`config.mk`:
```
export PLATFORM = sky130hd
export DESIGN_NAME = mixed_radix_key_codec
export DESIGN_NICKNAME = d
export VERILOG_FILES = /design/src/hdl/mrk_pkg.sv /design/src/hdl/mixed_radix_key_codec.sv
export SDC_FILE = /design/constraint.sdc
export NUM_CORES = 1
export LEC_CHECK = 0
export ABC_CLOCK_PERIOD_IN_PS = 9600
export BUFFER_PORTS_ARGS = -buffer_cell sky130_fd_sc_hd__clkbuf_2
export CAP_MARGIN = 20
export CORE_AREA = 2 2 214 216
export CTS_CLUSTER_DIAMETER = 150
export DETAILED_ROUTE_END_ITERATION = 10
export DIE_AREA = 0 0 216 218
export HOLD_SLACK_MARGIN = 0.02
export PLACE_DENSITY_LB_ADDON = 0.15
export SLEW_MARGIN = 10
export SYNTH_ARGS = -nofsm -noshare
export SYNTH_HDL_FRONTEND = slang
export SYNTH_SLANG_ARGS = --single-unit
```
`constraint.sdc`:
```
create_clock -name clk -period 9.6 [get_ports clk]
set_clock_uncertainty 0.15 [all_clocks]
set_input_delay 1.44 -clock clk [delete_from_list [all_inputs] [get_ports clk]]
set_output_delay 1.44 -clock clk [all_outputs]
set_load 0.05 [all_outputs]
```
`src/hdl/mrk_pkg.sv`:
```
`timescale 1ns / 1ps
// ----------------------------------------------------------------------------
// mrk_pkg
// Types, constants and helpers shared by the mixed-radix key codec.
// ----------------------------------------------------------------------------
package mrk_pkg;

	// fixed field widths
	localparam int OPCODE_W    = 2;
	localparam int KEY_W       = 24;
	localparam int PACKED_W    = 48;
	localparam int SEL_W       = 3;
	localparam int NEWIDX_W    = 6;
	localparam int STATUS_W    = 3;
	localparam int COUNT_W     = 4;
	localparam int RADICES_W   = 56;
	localparam int MASK_W      = 8;
	localparam int CFG_IDX_W   = 2;
	localparam int CFG_DATA_W  = 56;

	// arithmetic constants
	localparam int MAX_AXES_DEF = 8;
	localparam int INDEX_BITS   = 6;
	localparam int KEY_BITS     = 24;
	localparam int RADIX_BITS   = 7;
	localparam int SPACE_W      = KEY_BITS + 1;
	localparam int PROD_W       = SPACE_W + RADIX_BITS;
	localparam int DIVCNT_W     = $clog2(KEY_BITS);

	// opcodes
	localparam logic [OPCODE_W-1:0] OP_ENCODE  = 2'd0;
	localparam logic [OPCODE_W-1:0] OP_DECODE  = 2'd1;
	localparam logic [OPCODE_W-1:0] OP_REPLACE = 2'd2;
	localparam logic [OPCODE_W-1:0] OP_COMPILE = 2'd3;

	// status codes
	localparam logic [STATUS_W-1:0] STAT_OK    = 3'd0;
	localparam logic [STATUS_W-1:0] STAT_INDEX = 3'd1;
	localparam logic [STATUS_W-1:0] STAT_KEY   = 3'd2;
	localparam logic [STATUS_W-1:0] STAT_AXIS  = 3'd3;
	localparam logic [STATUS_W-1:0] STAT_SPACE = 3'd4;

	// register indexes
	localparam logic [CFG_IDX_W-1:0] REG_AXIS_COUNT   = 2'd0;
	localparam logic [CFG_IDX_W-1:0] REG_AXIS_RADICES = 2'd1;
	localparam logic [CFG_IDX_W-1:0] REG_COMPILE_MASK = 2'd2;

	// sequencer states
	typedef enum logic [2:0] {
		S_IDLE,
		S_SPACE,
		S_CHECK,
		S_DIV,
		S_ENC,
		S_DONE
	} state_t;

	typedef struct packed {
		logic [OPCODE_W-1:0] opcode;
		logic [KEY_W-1:0]    key_in;
		logic [PACKED_W-1:0] packed_indices;
		logic [SEL_W-1:0]    axis_select;
		logic [NEWIDX_W-1:0] new_index;
	} req_t;

	typedef struct packed {
		logic [STATUS_W-1:0] status;
		logic [KEY_W-1:0]    key_out;
		logic [PACKED_W-1:0] indices_out;
	} res_t;

	// radix of one axis, clamped to 2 .. 2^INDEX_BITS
	function automatic logic [RADIX_BITS-1:0] radix_at(
		input logic [RADICES_W-1:0] radices,
		input logic [SEL_W-1:0]     axis
	);
		logic [RADIX_BITS-1:0] r;
		r = radices[axis*RADIX_BITS +: RADIX_BITS];
		if (r < RADIX_BITS'(2))
			r = RADIX_BITS'(2);
		else if (r > RADIX_BITS'(1 << INDEX_BITS))
			r = RADIX_BITS'(1 << INDEX_BITS);
		return r;
	endfunction

endpackage

```
`src/hdl/mixed_radix_key_codec.sv`:
```
`timescale 1ns / 1ps
// ----------------------------------------------------------------------------
// mixed_radix_key_codec
// Mixed-radix key encode, decode, digit replace and compilation key, built
// round one shared multiplier and a bit-serial remainder divider.
// ----------------------------------------------------------------------------
// Steps: every operation first forms the space product of the radices in use,
// then checks it; encode then accumulates the key, decode divides the key by
// each radix, and replace and compilation key divide and re-encode (the divider
// takes one key bit a cycle). Errors found before the divider go straight to done.
// One item at a time: busy stays high until the done cycle; done lasts one
// cycle and the receiver cannot stall. Reset clears config, sequencer and done_q.
module mixed_radix_key_codec #(
	parameter int MAX_AXES = mrk_pkg::MAX_AXES_DEF
) (
	input  logic                              clk,
	input  logic                              arst_n,
	// configuration writes
	input  logic                              cfg_we,
	input  logic [mrk_pkg::CFG_IDX_W-1:0]     cfg_index,
	input  logic [mrk_pkg::CFG_DATA_W-1:0]    cfg_data,
	// command side
	input  logic                              start,
	input  mrk_pkg::req_t                     request,
	output logic                              busy,
	// result side
	output logic                              done,
	output mrk_pkg::res_t                     result
);

	localparam int CW = $clog2(MAX_AXES + 1);
	localparam int AW = (MAX_AXES > 1) ? $clog2(MAX_AXES) : 1;
	localparam int IB = mrk_pkg::INDEX_BITS;
	localparam int RB = mrk_pkg::RADIX_BITS;
	localparam int KB = mrk_pkg::KEY_BITS;

	// configuration registers
	logic [mrk_pkg::COUNT_W-1:0]   axis_count_q;
	logic [mrk_pkg::RADICES_W-1:0] radices_q;
	logic [mrk_pkg::MASK_W-1:0]    compile_mask_q;

	// latched command
	logic [mrk_pkg::OPCODE_W-1:0]  op_q;
	logic [KB-1:0]                 key_q;
	logic [mrk_pkg::SEL_W-1:0]     sel_q;
	logic [IB-1:0]                 newidx_q;

	// working state
	mrk_pkg::state_t               state_q, state_d;
	logic [CW-1:0]                 cnt_q;
	logic [mrk_pkg::SPACE_W-1:0]   space_q;
	logic                          ovf_q;
	logic [KB-1:0]                 acc_q;
	logic                          bad_q;
	logic [mrk_pkg::STATUS_W-1:0]  stat_q;
	logic [KB-1:0]                 quo_q;
	logic [RB-1:0]                 rem_q;
	logic [mrk_pkg::DIVCNT_W-1:0]  bit_q;
	logic [IB-1:0]                 dig_q [MAX_AXES];

	// result register
	logic                          done_q;
	mrk_pkg::res_t                 res_q;

	// derived signals
	logic [CW-1:0]                 n_used;
	logic [CW-1:0]                 cnt_m1;
	logic [AW-1:0]                 cnt_ax;
	logic [AW-1:0]                 enc_ax;
	logic [AW-1:0]                 rad_ax;
	logic [RB-1:0]                 rad;
	logic [RB-1:0]                 sel_rad;
	logic [mrk_pkg::SPACE_W-1:0]   mul_a;
	logic [mrk_pkg::PROD_W-1:0]    mul_p;
	logic [IB-1:0]                 enc_dig;
	logic [RB:0]                   rem_sh;
	logic                          rem_ge;
	logic                          cnt_at_n;
	logic                          key_ge_space;
	logic                          sel_ge_n;
	logic                          div_last;
	logic [mrk_pkg::PACKED_W-1:0]  dig_packed;

	// axes in use, clamped to the build size
	assign n_used = (axis_count_q > mrk_pkg::COUNT_W'(MAX_AXES)) ? CW'(MAX_AXES)
		: CW'(axis_count_q);

	assign cnt_m1   = cnt_q - CW'(1);
	assign cnt_ax   = cnt_q[AW-1:0];
	assign enc_ax   = cnt_m1[AW-1:0];
	assign cnt_at_n = (cnt_q == n_used);
	assign div_last = (bit_q == mrk_pkg::DIVCNT_W'(KB - 1));

	// radix for the axis under work
	assign rad_ax  = (state_q == mrk_pkg::S_ENC) ? enc_ax : cnt_ax;
	assign rad     = mrk_pkg::radix_at(radices_q, mrk_pkg::SEL_W'(rad_ax));
	assign sel_rad = mrk_pkg::radix_at(radices_q, sel_q);

	// shared multiplier: space product, then Horner accumulation of the key
	assign mul_a = (state_q == mrk_pkg::S_SPACE) ? space_q : {1'b0, acc_q};
	assign mul_p = mul_a * mrk_pkg::PROD_W'(rad);

	// digit fed into the accumulator
	always_comb begin
		enc_dig = dig_q[enc_ax];
		if (op_q == mrk_pkg::OP_REPLACE && mrk_pkg::SEL_W'(enc_ax) == sel_q)
			enc_dig = newidx_q;
		else if (op_q == mrk_pkg::OP_COMPILE && !compile_mask_q[mrk_pkg::SEL_W'(enc_ax)])
			enc_dig = '0;
	end

	// remainder step of the divider
	assign rem_sh = {rem_q, quo_q[KB-1]};
	assign rem_ge = (rem_sh >= {1'b0, rad});

	// range checks
	assign key_ge_space = ({1'b0, key_q} >= space_q);
	assign sel_ge_n     = ({1'b0, sel_q} >= 4'(n_used));

	// configuration writes
	always_ff @(posedge clk or negedge arst_n) begin
		if (!arst_n) begin
			axis_count_q   <= '0;
			radices_q      <= '0;
			compile_mask_q <= '0;
		end else if (cfg_we) begin
			unique case (cfg_index)
				mrk_pkg::REG_AXIS_COUNT:   axis_count_q   <= cfg_data[mrk_pkg::COUNT_W-1:0];
				mrk_pkg::REG_AXIS_RADICES: radices_q      <= cfg_data[mrk_pkg::RADICES_W-1:0];
				mrk_pkg::REG_COMPILE_MASK: compile_mask_q <= cfg_data[mrk_pkg::MASK_W-1:0];
				default: ;
			endcase
		end
	end

	// sequencer next state
	always_comb begin
		state_d = state_q;
		unique case (state_q)
			mrk_pkg::S_IDLE:
				if (start) state_d = mrk_pkg::S_SPACE;
			mrk_pkg::S_SPACE:
				if (cnt_at_n) state_d = mrk_pkg::S_CHECK;
			mrk_pkg::S_CHECK: begin
				if (ovf_q)
					state_d = mrk_pkg::S_DONE;
				else if (op_q == mrk_pkg::OP_ENCODE)
					state_d = mrk_pkg::S_ENC;
				else if (op_q == mrk_pkg::OP_REPLACE
					&& (sel_ge_n || {1'b0, newidx_q} >= sel_rad || key_ge_space))
					state_d = mrk_pkg::S_DONE;
				else if (key_ge_space)
					state_d = mrk_pkg::S_DONE;
				else
					state_d = mrk_pkg::S_DIV;
			end
			mrk_pkg::S_DIV:
				if (cnt_at_n)
					state_d = (op_q == mrk_pkg::OP_DECODE) ? mrk_pkg::S_DONE : mrk_pkg::S_ENC;
			mrk_pkg::S_ENC:
				if (cnt_q == '0) state_d = mrk_pkg::S_DONE;
			mrk_pkg::S_DONE:
				state_d = mrk_pkg::S_IDLE;
			default:
				state_d = mrk_pkg::S_IDLE;
		endcase
	end

	// sequencer outputs
	always_comb begin
		busy = (state_q != mrk_pkg::S_IDLE);
	end

	// control registers
	always_ff @(posedge clk or negedge arst_n) begin
		if (!arst_n) begin
			state_q <= mrk_pkg::S_IDLE;
			done_q  <= 1'b0;
		end else begin
			state_q <= state_d;
			done_q  <= (state_q == mrk_pkg::S_DONE);
		end
	end

	// datapath registers
	always_ff @(posedge clk) begin
		unique case (state_q)
			mrk_pkg::S_IDLE: begin
				op_q     <= request.opcode;
				key_q    <= request.key_in[KB-1:0];
				sel_q    <= request.axis_select;
				newidx_q <= request.new_index;
				for (int a = 0; a < MAX_AXES; a++)
					dig_q[a] <= request.packed_indices[a*IB +: IB];
				cnt_q    <= '0;
				space_q  <= mrk_pkg::SPACE_W'(1);
				ovf_q    <= 1'b0;
				stat_q   <= mrk_pkg::STAT_OK;
			end
			mrk_pkg::S_SPACE: begin
				if (!cnt_at_n) begin
					if (!ovf_q) begin
						if (mul_p > mrk_pkg::PROD_W'(1 << KB))
							ovf_q <= 1'b1;
						else
							space_q <= mul_p[mrk_pkg::SPACE_W-1:0];
					end
					cnt_q <= cnt_q + CW'(1);
				end
			end
			mrk_pkg::S_CHECK: begin
				acc_q <= '0;
				bad_q <= 1'b0;
				quo_q <= key_q;
				rem_q <= '0;
				bit_q <= '0;
				if (ovf_q) begin
					stat_q <= mrk_pkg::STAT_SPACE;
				end else if (op_q == mrk_pkg::OP_ENCODE) begin
					cnt_q <= n_used;
				end else if (op_q == mrk_pkg::OP_REPLACE && sel_ge_n) begin
					stat_q <= mrk_pkg::STAT_AXIS;
				end else if (op_q == mrk_pkg::OP_REPLACE && {1'b0, newidx_q} >= sel_rad) begin
					stat_q <= mrk_pkg::STAT_INDEX;
				end else if (key_ge_space) begin
					stat_q <= mrk_pkg::STAT_KEY;
				end else begin
					cnt_q <= '0;
				end
			end
			mrk_pkg::S_DIV: begin
				if (cnt_at_n) begin
					cnt_q <= n_used;
				end else begin
					// one quotient bit a cycle
					quo_q <= {quo_q[KB-2:0], rem_ge};
					if (div_last) begin
						dig_q[cnt_ax] <= rem_ge ? IB'(rem_sh - {1'b0, rad}) : IB'(rem_sh);
						rem_q         <= '0;
						bit_q         <= '0;
						cnt_q         <= cnt_q + CW'(1);
					end else begin
						rem_q <= rem_ge ? RB'(rem_sh - {1'b0, rad}) : RB'(rem_sh);
						bit_q <= bit_q + mrk_pkg::DIVCNT_W'(1);
					end
				end
			end
			mrk_pkg::S_ENC: begin
				if (cnt_q == '0) begin
					if (bad_q) stat_q <= mrk_pkg::STAT_INDEX;
				end else begin
					// key = key * radix + digit, top axis first
					acc_q <= mul_p[KB-1:0] + KB'(enc_dig);
					if (op_q == mrk_pkg::OP_ENCODE && {1'b0, enc_dig} >= rad)
						bad_q <= 1'b1;
					cnt_q <= cnt_m1;
				end
			end
			mrk_pkg::S_DONE: begin
				res_q.status      <= stat_q;
				res_q.key_out     <= (stat_q == mrk_pkg::STAT_OK && op_q != mrk_pkg::OP_DECODE)
					? mrk_pkg::KEY_W'(acc_q) : '0;
				res_q.indices_out <= (stat_q == mrk_pkg::STAT_OK && op_q == mrk_pkg::OP_DECODE)
					? dig_packed : '0;
			end
			default: ;
		endcase
	end

	// decoded digits, axes not in use read as zero
	always_comb begin
		dig_packed = '0;
		for (int a = 0; a < MAX_AXES; a++)
			if (CW'(a) < n_used)
				dig_packed[a*IB +: IB] = dig_q[a];
	end

	assign done   = done_q;
	assign result = res_q;

endmodule
```
# [Yosys cells after proc, flatten, opt, wreduce, memory -nomap -nowiden]
# Memories as Yosys holds them, arrays and structs flattened. A register that Yosys moved wholly into a read port is not among the register bits.
# Index checks and enable logic that the tools add are counted.
[totals] reg_bits=228 elab_cells=204 n_memories=1 in_bits=145 ramBits=48 output_inout_bits=77
[mem_list] name="dig_q" words=8 width=6 read_ports=9 rd_clocked_by_memory_dff=8 wr=8 line_no="mixed_radix_key_codec.sv:59" source="logic [IB-1:0] dig_q [MAX_AXES];"
[op_classes] eq_ne=32 n_shift=2 addsub=5 reduce_logical=50 order_cmp=20 mux=71 multipliers=3
[ops] cell="$shiftx 56x7->7" count=2
[ops] cell="$mux 25" count=4
[ops] cell="$pmux 24 s2" count=2
[ops] cell="$mux 3" count=17
[ops] cell="$pmux 25 s2" count=1
[ops] cell="$mux 7" count=7
[ops] cell="$mux 24" count=2
[ops] cell="$mux 4" count=10
[ops] cell="$gt 32x25->1 const B" count=1
[ops] cell="$mul 25x7->32" count=1
[ops] cell="$reduce_and 2->1" count=14
[ops] cell="$ge 24x25->1" count=1
[ops] cell="$add 24x6->24" count=1
[ops] cell="$mux 6" count=4
[ops] cell="$ne 2x2->1 const B" count=10
[ops] cell="$pmux 4 s5" count=1
[ops] cell="$lt 3x4->1 const A" count=4
[ops] cell="$ne 3x3->1 const B" count=5
[ops] cell="$pmux 3 s5" count=1
[ops] cell="$ge 6x7->1" count=2
[ops] cell="$gt 7x7->1 const B" count=2
[ops] cell="$lt 7x2->1 const B" count=2
[ops] cell="$mux 1" count=14
[ops] cell="$pmux 7 s2" count=1
[ops] cell="other kinds (40)" count=74

# [Longest topological paths before layout]
# Gate-level depths: netlist (run 1).
[logic_depth] word_depth=13 depth_mapped=35 mapped_depth_nobuf=30

# [Worst setup path after synthesis (run 1)]
# Ideal clock, no wire load.
[synth_timing] path_type="register to register" from="register state_q[1]" to="register space_q[0] (netlist bit) (enable)" path_stages_with_launch=33 path_buffers=6 required_time_ns=9.040 setup_time_ns=0.410 setup_slack_ns=-0.309 period_less_slack_ns=9.909 t_arrival_ns=9.349 path_cell_list="dfrtp_1 buf_6 or3b_4 inv_1 clkbuf_1 ha_1 buf_2 buf_1 mux4_2 mux2i_1 nand3_1 nand2_1 nand2_1 clkbuf_1 or2_1 fa_1 fa_1 inv_1 fa_1 inv_1 fa_1 inv_1 ha_1 buf_2 a21o_1 a31oi_4 a21oi_2 or4_1 and3_1 a211oi_2 a41oi_1 or4_1 o21ai_1"
[synth_between] elab_chain_cells=11 elab_cells_between_ends=18 classes_between="mul: 2; order compare: 3; eq/ne: 5; shift: 1; mux: 4; reduce/logical: 3"
[synth_rtl] item="start, declared" line_no="mixed_radix_key_codec.sv:49" source="mrk_pkg::state_t state_q, state_d;"
[synth_rtl] item="start signal, assigned" line_no="mixed_radix_key_codec.sv:177" source="state_q <= mrk_pkg::S_IDLE;"
[synth_rtl] item="start signal, assigned" line_no="mixed_radix_key_codec.sv:180" source="state_q <= state_d;"
[synth_rtl] item="$eq 3x3->1" line_no="mixed_radix_key_codec.sv:95" source="assign rad_ax = (state_q == mrk_pkg::S_ENC) ? enc_ax : cnt_ax;"
[synth_rtl] item="$mux 3" line_no="mixed_radix_key_codec.sv:95"
[synth_rtl] item="$mul 3x3->6" line_no="mrk_pkg.sv:78" source="r = radices[axis*RADIX_BITS +: RADIX_BITS];"
[synth_rtl] item="$shiftx 56x7->7" line_no="mrk_pkg.sv:78"
[synth_rtl] item="$gt 7x7->1" line_no="mrk_pkg.sv:81" source="else if (r > RADIX_BITS'(1 << INDEX_BITS))"
[synth_rtl] item="$mux 7" line_no="mrk_pkg.sv:81"
[synth_rtl] item="$mux 7" line_no="mrk_pkg.sv:79" source="if (r < RADIX_BITS'(2))"
[synth_rtl] item="$mul 25x7->32" line_no="mixed_radix_key_codec.sv:101" source="assign mul_p = mul_a * mrk_pkg::PROD_W'(rad);"
[synth_rtl] item="$gt 32x25->1" line_no="mixed_radix_key_codec.sv:203" source="if (mul_p > mrk_pkg::PROD_W'(1 << KB))"
[synth_rtl] item="$ne 2x2->1 (no line)"
[synth_rtl] item="$reduce_and 4->1 (no line) *"
[synth_rtl] item="end signal, assigned" line_no="mixed_radix_key_codec.sv:196" source="space_q <= mrk_pkg::SPACE_W'(1);"
[synth_rtl] item="end signal, assigned" line_no="mixed_radix_key_codec.sv:206" source="space_q <= mul_p[mrk_pkg::SPACE_W-1:0];"
[synth_rtl] item="end, declared" line_no="mixed_radix_key_codec.sv:51" source="logic [mrk_pkg::SPACE_W-1:0] space_q;"
# Every way passes the cells marked *; elsewhere a longest branch is shown, timed or not.
# A chain may end at the register's enable or synchronous reset.

# [Worst setup path after layout (run 1)]
[layout_timing] from="register state_q[1]" to="register space_q[11] (netlist bit) (enable)"
# Same word-level chain as after synthesis.

==> results.cfg, run 1 <==
[status]
status = complete, no violations

[timing]
drv_slew = 0
hold_viol_final = 0
min_period_ps = 9100
setup_tns_ps = 0
fin_hold_ws_ps = 356
max_freq_mhz = 110
worst_slew_pin_slew_ps = 1030
fin_crit_sh = 0.947
rsz0062_at_grt = false
max-slew-margin-rel = 0.293
final-setup-viol-count = 0

[logic_synthesis]
synthArstFlopShare = 0.222
synth_ff_type = edfxtp_1
syn-num-nets = 2367
avgSynthCellArea_um2 = 11.1
synth-edff-count = 252
synth_top_cell_by_area = edfxtp_1
seq_area_frac_synth = 0.423
synth-seq-cells = 324
synth_top_cell_area_share = 0.342
yosysWarnings = 0
synth.area.top_cells = edfxtp_1 (34%), fa_1 (10%), dfrtp_1 (8.1%), ha_1 (6.0%), mux2_2 (5.2%)
netlist_instances = 1999
synth_cell_types = 81
synthesis.area_um2 = 22100

[critical_path]
rr_startpoint = state_q[1]
worstPathMaxFanout = 25
setup.worst_path.class = reg2reg
ff2ff_path_depth = 28
r2r_slack_ps = 500
reg2reg_to = space_q[11]
crit_required_ps = 9700
max_stage_delay_ps = 570
startpoint_type = flip-flop
cp.arrival_ps = 9200
slowest_stage = fa_1
worstSetupEndpointType = flip-flop

[cts]
h-tree-depth = 2
clk_pin_slew_ps = 60
cts_setup_buffers = 0
cts_tree = built
cts-root-buf = clkbuf_16
cts.sinks = 324
cts_buffers = 37
clockBufferDepth = 3
postCtsHoldBufs = 0
clk_latency_ps = 550

[hold_path]
min_from = compile_mask_q[4]
worstHoldPathCells = 1
min_to = compile_mask_q[4]
hold_path_class = reg2reg

[cells_and_area]
final_area_um2 = 25500
layout.nets = 2605
diodes = 0
drive_gt1_frac = 0.239
syn_to_final_growth_pct = 15.0

[route]
drt_iter0_drc = 1478
first_pass_iters = 5
avgViaCountPerCell = 5.76
drc = 0
postRouteAntennaNets = 0
num_vias = 16500
routedWlPerCell_um = 21.9
drt-total-wl_um = 62700

[floorplanning]
die_area_um2 = 47100
floorplan.initialDensity = 0.493
chipHeight_um = 218
dieWidth_um = 216
core_um2 = 44900
ios = 222
rows = 78

[grt]
antenna_found_initial = 3
grt_max_degree = 73
grt_pass1_wl_um = 98000
grt_remaining_overflow = 0
grt_usage = 0.274
grt_pass1_vias = 16900

[placement]
io_buffers = 221
place.gp.congestion = 0.916
place_hpwl_um = 49100
dpl_cell_area_um2 = 24200

[job]
cap_violations = 0
## cell usage after synthesis (39+ instances only)
cell and instances:
fa_1 116, ha_1 107, o21ai_0 80, and2_1 78, mux2_2 102, nor2_1 227, inv_1 160, a21oi_1 76
edfxtp_1 252, clkbuf_1 71, mux4_2 39, nand2_1 135, dfrtp_1 72, mux2i_1 51
## repair_timing
action	CTS	global route
resized for setup	0	7
endpoints found under the setup margin	0	26
endpoints found under the hold margin	0	0
## layout make-up
class / count / area (um2)
fill: 3947 / 19400
multi-input combinational: 1424 / 11900
sequential: 324 / 9370
timing repair buffer: 289 / 1640
clock buffer: 45 / 1030
tap: 600 / 751
inverter: 161 / 604
clock inverter: 22 / 185
## how the worst max path moves through the flow
stage / start / endpoint / slack [ps] / depth (start not counted)
2_1_floorplan: state_q[1] / space_q[0] / 150 / 32
3_3_place_gp: state_q[1] / space_q[10] / 240 / 26
3_5_place_dp: state_q[1] / space_q[11] / 100 / 28
4_1_cts: state_q[1] / space_q[2] / 50 / 28
5_1_grt: state_q[1] / space_q[2] / 40 / 26
6_report: state_q[1] / space_q[11] / 500 / 28
## worst max-delay path, delay by kind of cell, from the launching register on
kind / cells / cell delay (ps)
adders and majority gates: 6 / 2940
and+or+nand+nor: 8 / 2140
buffers and inverters: 8 / 1430
muxes: 2 / 880
AOI/OAI and AO/OA: 3 / 700
DFF: 1 / 390
xor gates and xnor gates: 1 / 160
## state kept, by name, summed over array words and instances (netlist names), 3 cells and up
register and count:
stat_q 3, rem_q 7, result 75, sel_q 3, dig_q 48, bit_q 5
key_q 24, axis_count_q 4, quo_q 24, cnt_q 4, state_q 3, compile_mask_q 8
newidx_q 6, space_q 25, acc_q 24, radices_q 56
## metal layers
| layer | track usage | part of all wire | up-vias |
|---|---|---|---|
| met5 | 0 | 0.00019 | - |
| met4 | 0.0756 | 0.024 | 2 |
| met3 | 0.0573 | 0.082 | 102 |
| met2 | 0.422 | 0.44 | 609 |
| met1 | 0.393 | 0.45 | 8224 |
| li1 | - | - | 7568 |
## placed cells by master (no fill, tap or decap), types with 9 or more instances in the layout
cell type	instances
or2_2	14
nor3_1	18
a21o_1	38
and3_1	28
and2_1	78
nor2_1	225
xnor2_1	24
edfxtp_1	252
mux2i_1	50
buf_4	67
a211oi_1	9
nand2_1	135
a21oi_1	75
ha_1	106
or3_1	11
o21ai_0	80
nor2b_1	23
inv_1	159
nand2b_1	25
nand4_1	16
fa_1	116
nand3_1	38
mux4_2	39
clkbuf_16	40
clkbuf_2	220
mux2_2	102
nor4_1	11
xor2_1	11
dfrtp_1	72
## per-stage QoR
| step | utilization | worst slack (ps) | instances |
|---|---|---|---|
| detailed placement | 0.539 | 95.7 | 2797 |
| floorplan | - | 151 | 1999 |
| global placement | 0.539 | 235 | 2797 |
| CTS | 0.566 | 53.0 | 2864 |
| global route | 0.567 | 35.5 | 2865 |
| finish | 0.567 | 504 | 2865 |
## logic make-up (layout without fill, tap and decap cells)
| family | count (synthesis) | count (layout) | share of synthesized area |
|---|---|---|---|
| DFF | 324 | 324 | 0.423 |
| adders and majority gates | 223 | 223 | 0.165 |
| AOI/OAI and AO/OA | 307 | 307 | 0.0900 |
| muxes | 193 | 193 | 0.115 |
| buffers and inverters | 251 | 517 | 0.0436 |
| xor gates and xnor gates | 36 | 36 | 0.0146 |
| and+or+nand+nor | 665 | 665 | 0.148 |
Power of run 1 is left out: the tool's default activity adds up to more than one toggle a clock period on the data nets, which glitch-free logic cannot reach.
==> inputs of run 2 (changes only) <==
--- a/config.mk
+++ b/config.mk
@@ -5,13 +5,14 @@
 export SDC_FILE = /design/constraint.sdc
 export NUM_CORES = 1
 export LEC_CHECK = 0
+export ABC_AREA = 1
 export ABC_CLOCK_PERIOD_IN_PS = 9600
 export BUFFER_PORTS_ARGS = -buffer_cell sky130_fd_sc_hd__clkbuf_2
 export CAP_MARGIN = 20
-export CORE_AREA = 2 2 214 216
+export CORE_AREA = 2 2 216 218
 export CTS_CLUSTER_DIAMETER = 150
 export DETAILED_ROUTE_END_ITERATION = 10
-export DIE_AREA = 0 0 216 218
+export DIE_AREA = 0 0 218 220
 export HOLD_SLACK_MARGIN = 0.02
 export PLACE_DENSITY_LB_ADDON = 0.15
 export SLEW_MARGIN = 10
==> run 2 against run 1 <==
Core utilization is 0.93 points lower. Global-route usage rose by 0.22 points. Die area increased by 1.9%. Maximum frequency is 0.27% higher. Setup slack gained 24 ps. Sequential share of layout area shrank 0.18 points. Worst hold slack worse by 18 ps. Area after synthesis is 1.5% higher. Critical endpoint is now space_q[19].
==> results.cfg, run 2 <==
[status]
status = complete, no violations

[logic_synthesis]
synth_top_cell_area_share = 0.337
synth_top_cell_by_area = edfxtp_1
synthesis.area_um2 = 22500
avgSynthCellArea_um2 = 8.39
synthArstFlopShare = 0.222
synth_most_common_cell = nand2_1
seq_area_frac_synth = 0.417
synth_cell_types = 52
synth.area.top_cells = edfxtp_1 (34%), fa_1 (10%), nand2_1 (9.4%), dfrtp_1 (8.0%), inv_1 (6.9%)
syn-num-nets = 3046
synth_ff_type = edfxtp_1
synth-edff-count = 252
synth_commonest_cells = nand2_1 (565), inv_1 (416), nor2_1 (402), edfxtp_1 (252), o21ai_0 (168)
netlist_instances = 2678
yosysWarnings = 0
synth-seq-cells = 324

[timing]
hold_viol_final = 0
final-setup-viol-count = 0
fin_hold_ws_ps = 339
max_freq_mhz = 110
setup_tns_ps = 0
max-slew-margin-rel = 0.250
drv_slew = 0
worst_slew_pin_slew_ps = 1110
fin_crit_sh = 0.945
min_period_ps = 9070
rsz0062_at_grt = false

[cells_and_area]
layout_common_cells = nand2_1 (565), inv_1 (415), nor2_1 (401)
final_common_cell = nand2_1
finish.utilization = 0.558
drive_gt1_frac = 0.133
syn_to_final_growth_pct = 13.8
layout.nets = 3262
diodes = 0
largest_reg_flops = 75
fill_cells = 4315

[critical_path]
setup.worst_path.class = reg2reg
crit_top_cell = nand2_1
worstPathMaxFanout = 25
startpoint_type = flip-flop
slowest_stage = ha_1
crit_required_ps = 9670
worstSetupEndpointType = flip-flop
cp.arrival_ps = 9140
max_stage_delay_ps = 720

[job]
cap_violations = 0

[floorplanning]
chipHeight_um = 220
core_um2 = 45900
die_area_um2 = 48000
rows = 79
dieWidth_um = 218
ios = 222
floorplan.initialDensity = 0.490

[route]
first_pass_iters = 6
routedWlPerCell_um = 18.7
drt-total-wl_um = 65900
postRouteAntennaNets = 0
drc = 0
num_vias = 18900
drt_iter0_drc = 1735
avgViaCountPerCell = 5.34

[cts]
h-tree-depth = 2
clk_pin_slew_ps = 70
cts_resized = 0
cts.sinks = 324
postCtsHoldBufs = 0
clk_latency_ps = 570
cts-root-buf = clkbuf_16
cts_tree = built
clockBufferDepth = 3
cts_setup_buffers = 0
cts_buffers = 36

[grt]
grt_usage = 0.276
grt_pass1_wl_um = 101000
grt_max_degree = 87
grt_pass1_vias = 18300
antenna_found_initial = 0
grt_remaining_overflow = 0

[placement]
place_hpwl_um = 51900
place.gp.congestion = 0.946
io_buffers = 221

[hold_path]
hold_path_class = reg2reg
## run 2: cell types whose count changed in the layout (fill, tap and decap cells not counted), moves of 39 or more
cell     previous run  this run
a21oi_1            75       144
mux4_2             39         0
nor2_1            225       401
nand2_1           135       565
nand3_1            38        97
inv_1             159       415
mux2i_1            50         3
o21ai_0            80       168
mux2_2            102        27
and2_1             78         2
## run 2: worst max-delay path: cells and delay by family (launching register included)
family,cells,cell delay [ps]
compound gates,1,120
fa+ha+maj,6,3170
buf+inv,10,2110
simple gates,19,2660
flops,1,460
## run 2: cell type report
class	count	area [um2]	share of cell area
Clock buffer	44	983	0.0385
Sequential cell	324	9370	0.366
Timing Repair Buffer	251	1350	0.0527
Inverter	434	1650	0.0643
Tap cell	607	759	0.0297
Multi-Input combinational cell	1847	11200	0.437
Clock inverter	22	285	0.0112
## run 2: worst paths after layout
kind	startpoint	endpoint	slack (ps)	cells past startpoint
setup / recovery	cnt_q[1]	space_q[19]	530	36
hold / removal	compile_mask_q[0]	compile_mask_q[0]	340	2
setup reg to reg	cnt_q[1]	space_q[19]	530	36
hold reg to reg	compile_mask_q[0]	compile_mask_q[0]	340	2
max in group asynchronous	arst_n	axis_count_q[0]	7830	1
min in group asynchronous	arst_n	radices_q[36]	880	1
## run 2: metrics by stage
| stage | cell area, um2 | std cells | setup slack, ps |
|---|---|---|---|
| 2_1_floorplan | 22500 | 2678 | 1050 |
| 3_3_place_gp | 24300 | 3460 | 428 |
| 3_5_place_dp | 24300 | 3461 | 375 |
| 4_1_cts | 25500 | 3527 | 323 |
| 5_1_grt | 25600 | 3529 | 29.0 |
| 6_report | 25600 | 3529 | 529 |
## run 2: routing by layer
| metal | wire (um) | global-route usage | share of wire | vias up |
|---|---|---|---|---|
| li1 | - | - | - | 9108 |
| met1 | 27700 | 0.360 | 0.42 | 8956 |
| met2 | 32300 | 0.473 | 0.49 | 674 |
| met3 | 3820 | 0.0433 | 0.058 | 120 |
| met4 | 2030 | 0.0848 | 0.031 | 0 |
| met5 | 0 | 0 | 0 | - |
## run 2: cells by family (layout without fill, tap and decap cells)
group | count (synthesis) | in the layout | synth area share
XOR/XNOR | 13 | 13 | 0.00507
flip-flops | 324 | 324 | 0.417
AO/OA/AOI/OAI | 418 | 418 | 0.100
adder cells (fa/ha/maj) | 223 | 223 | 0.163
buffers and inverters | 507 | 751 | 0.0872
multiplexers | 30 | 30 | 0.0149
AND/OR/NAND/NOR | 1163 | 1163 | 0.213
Power of run 2 is left out for the same reason.
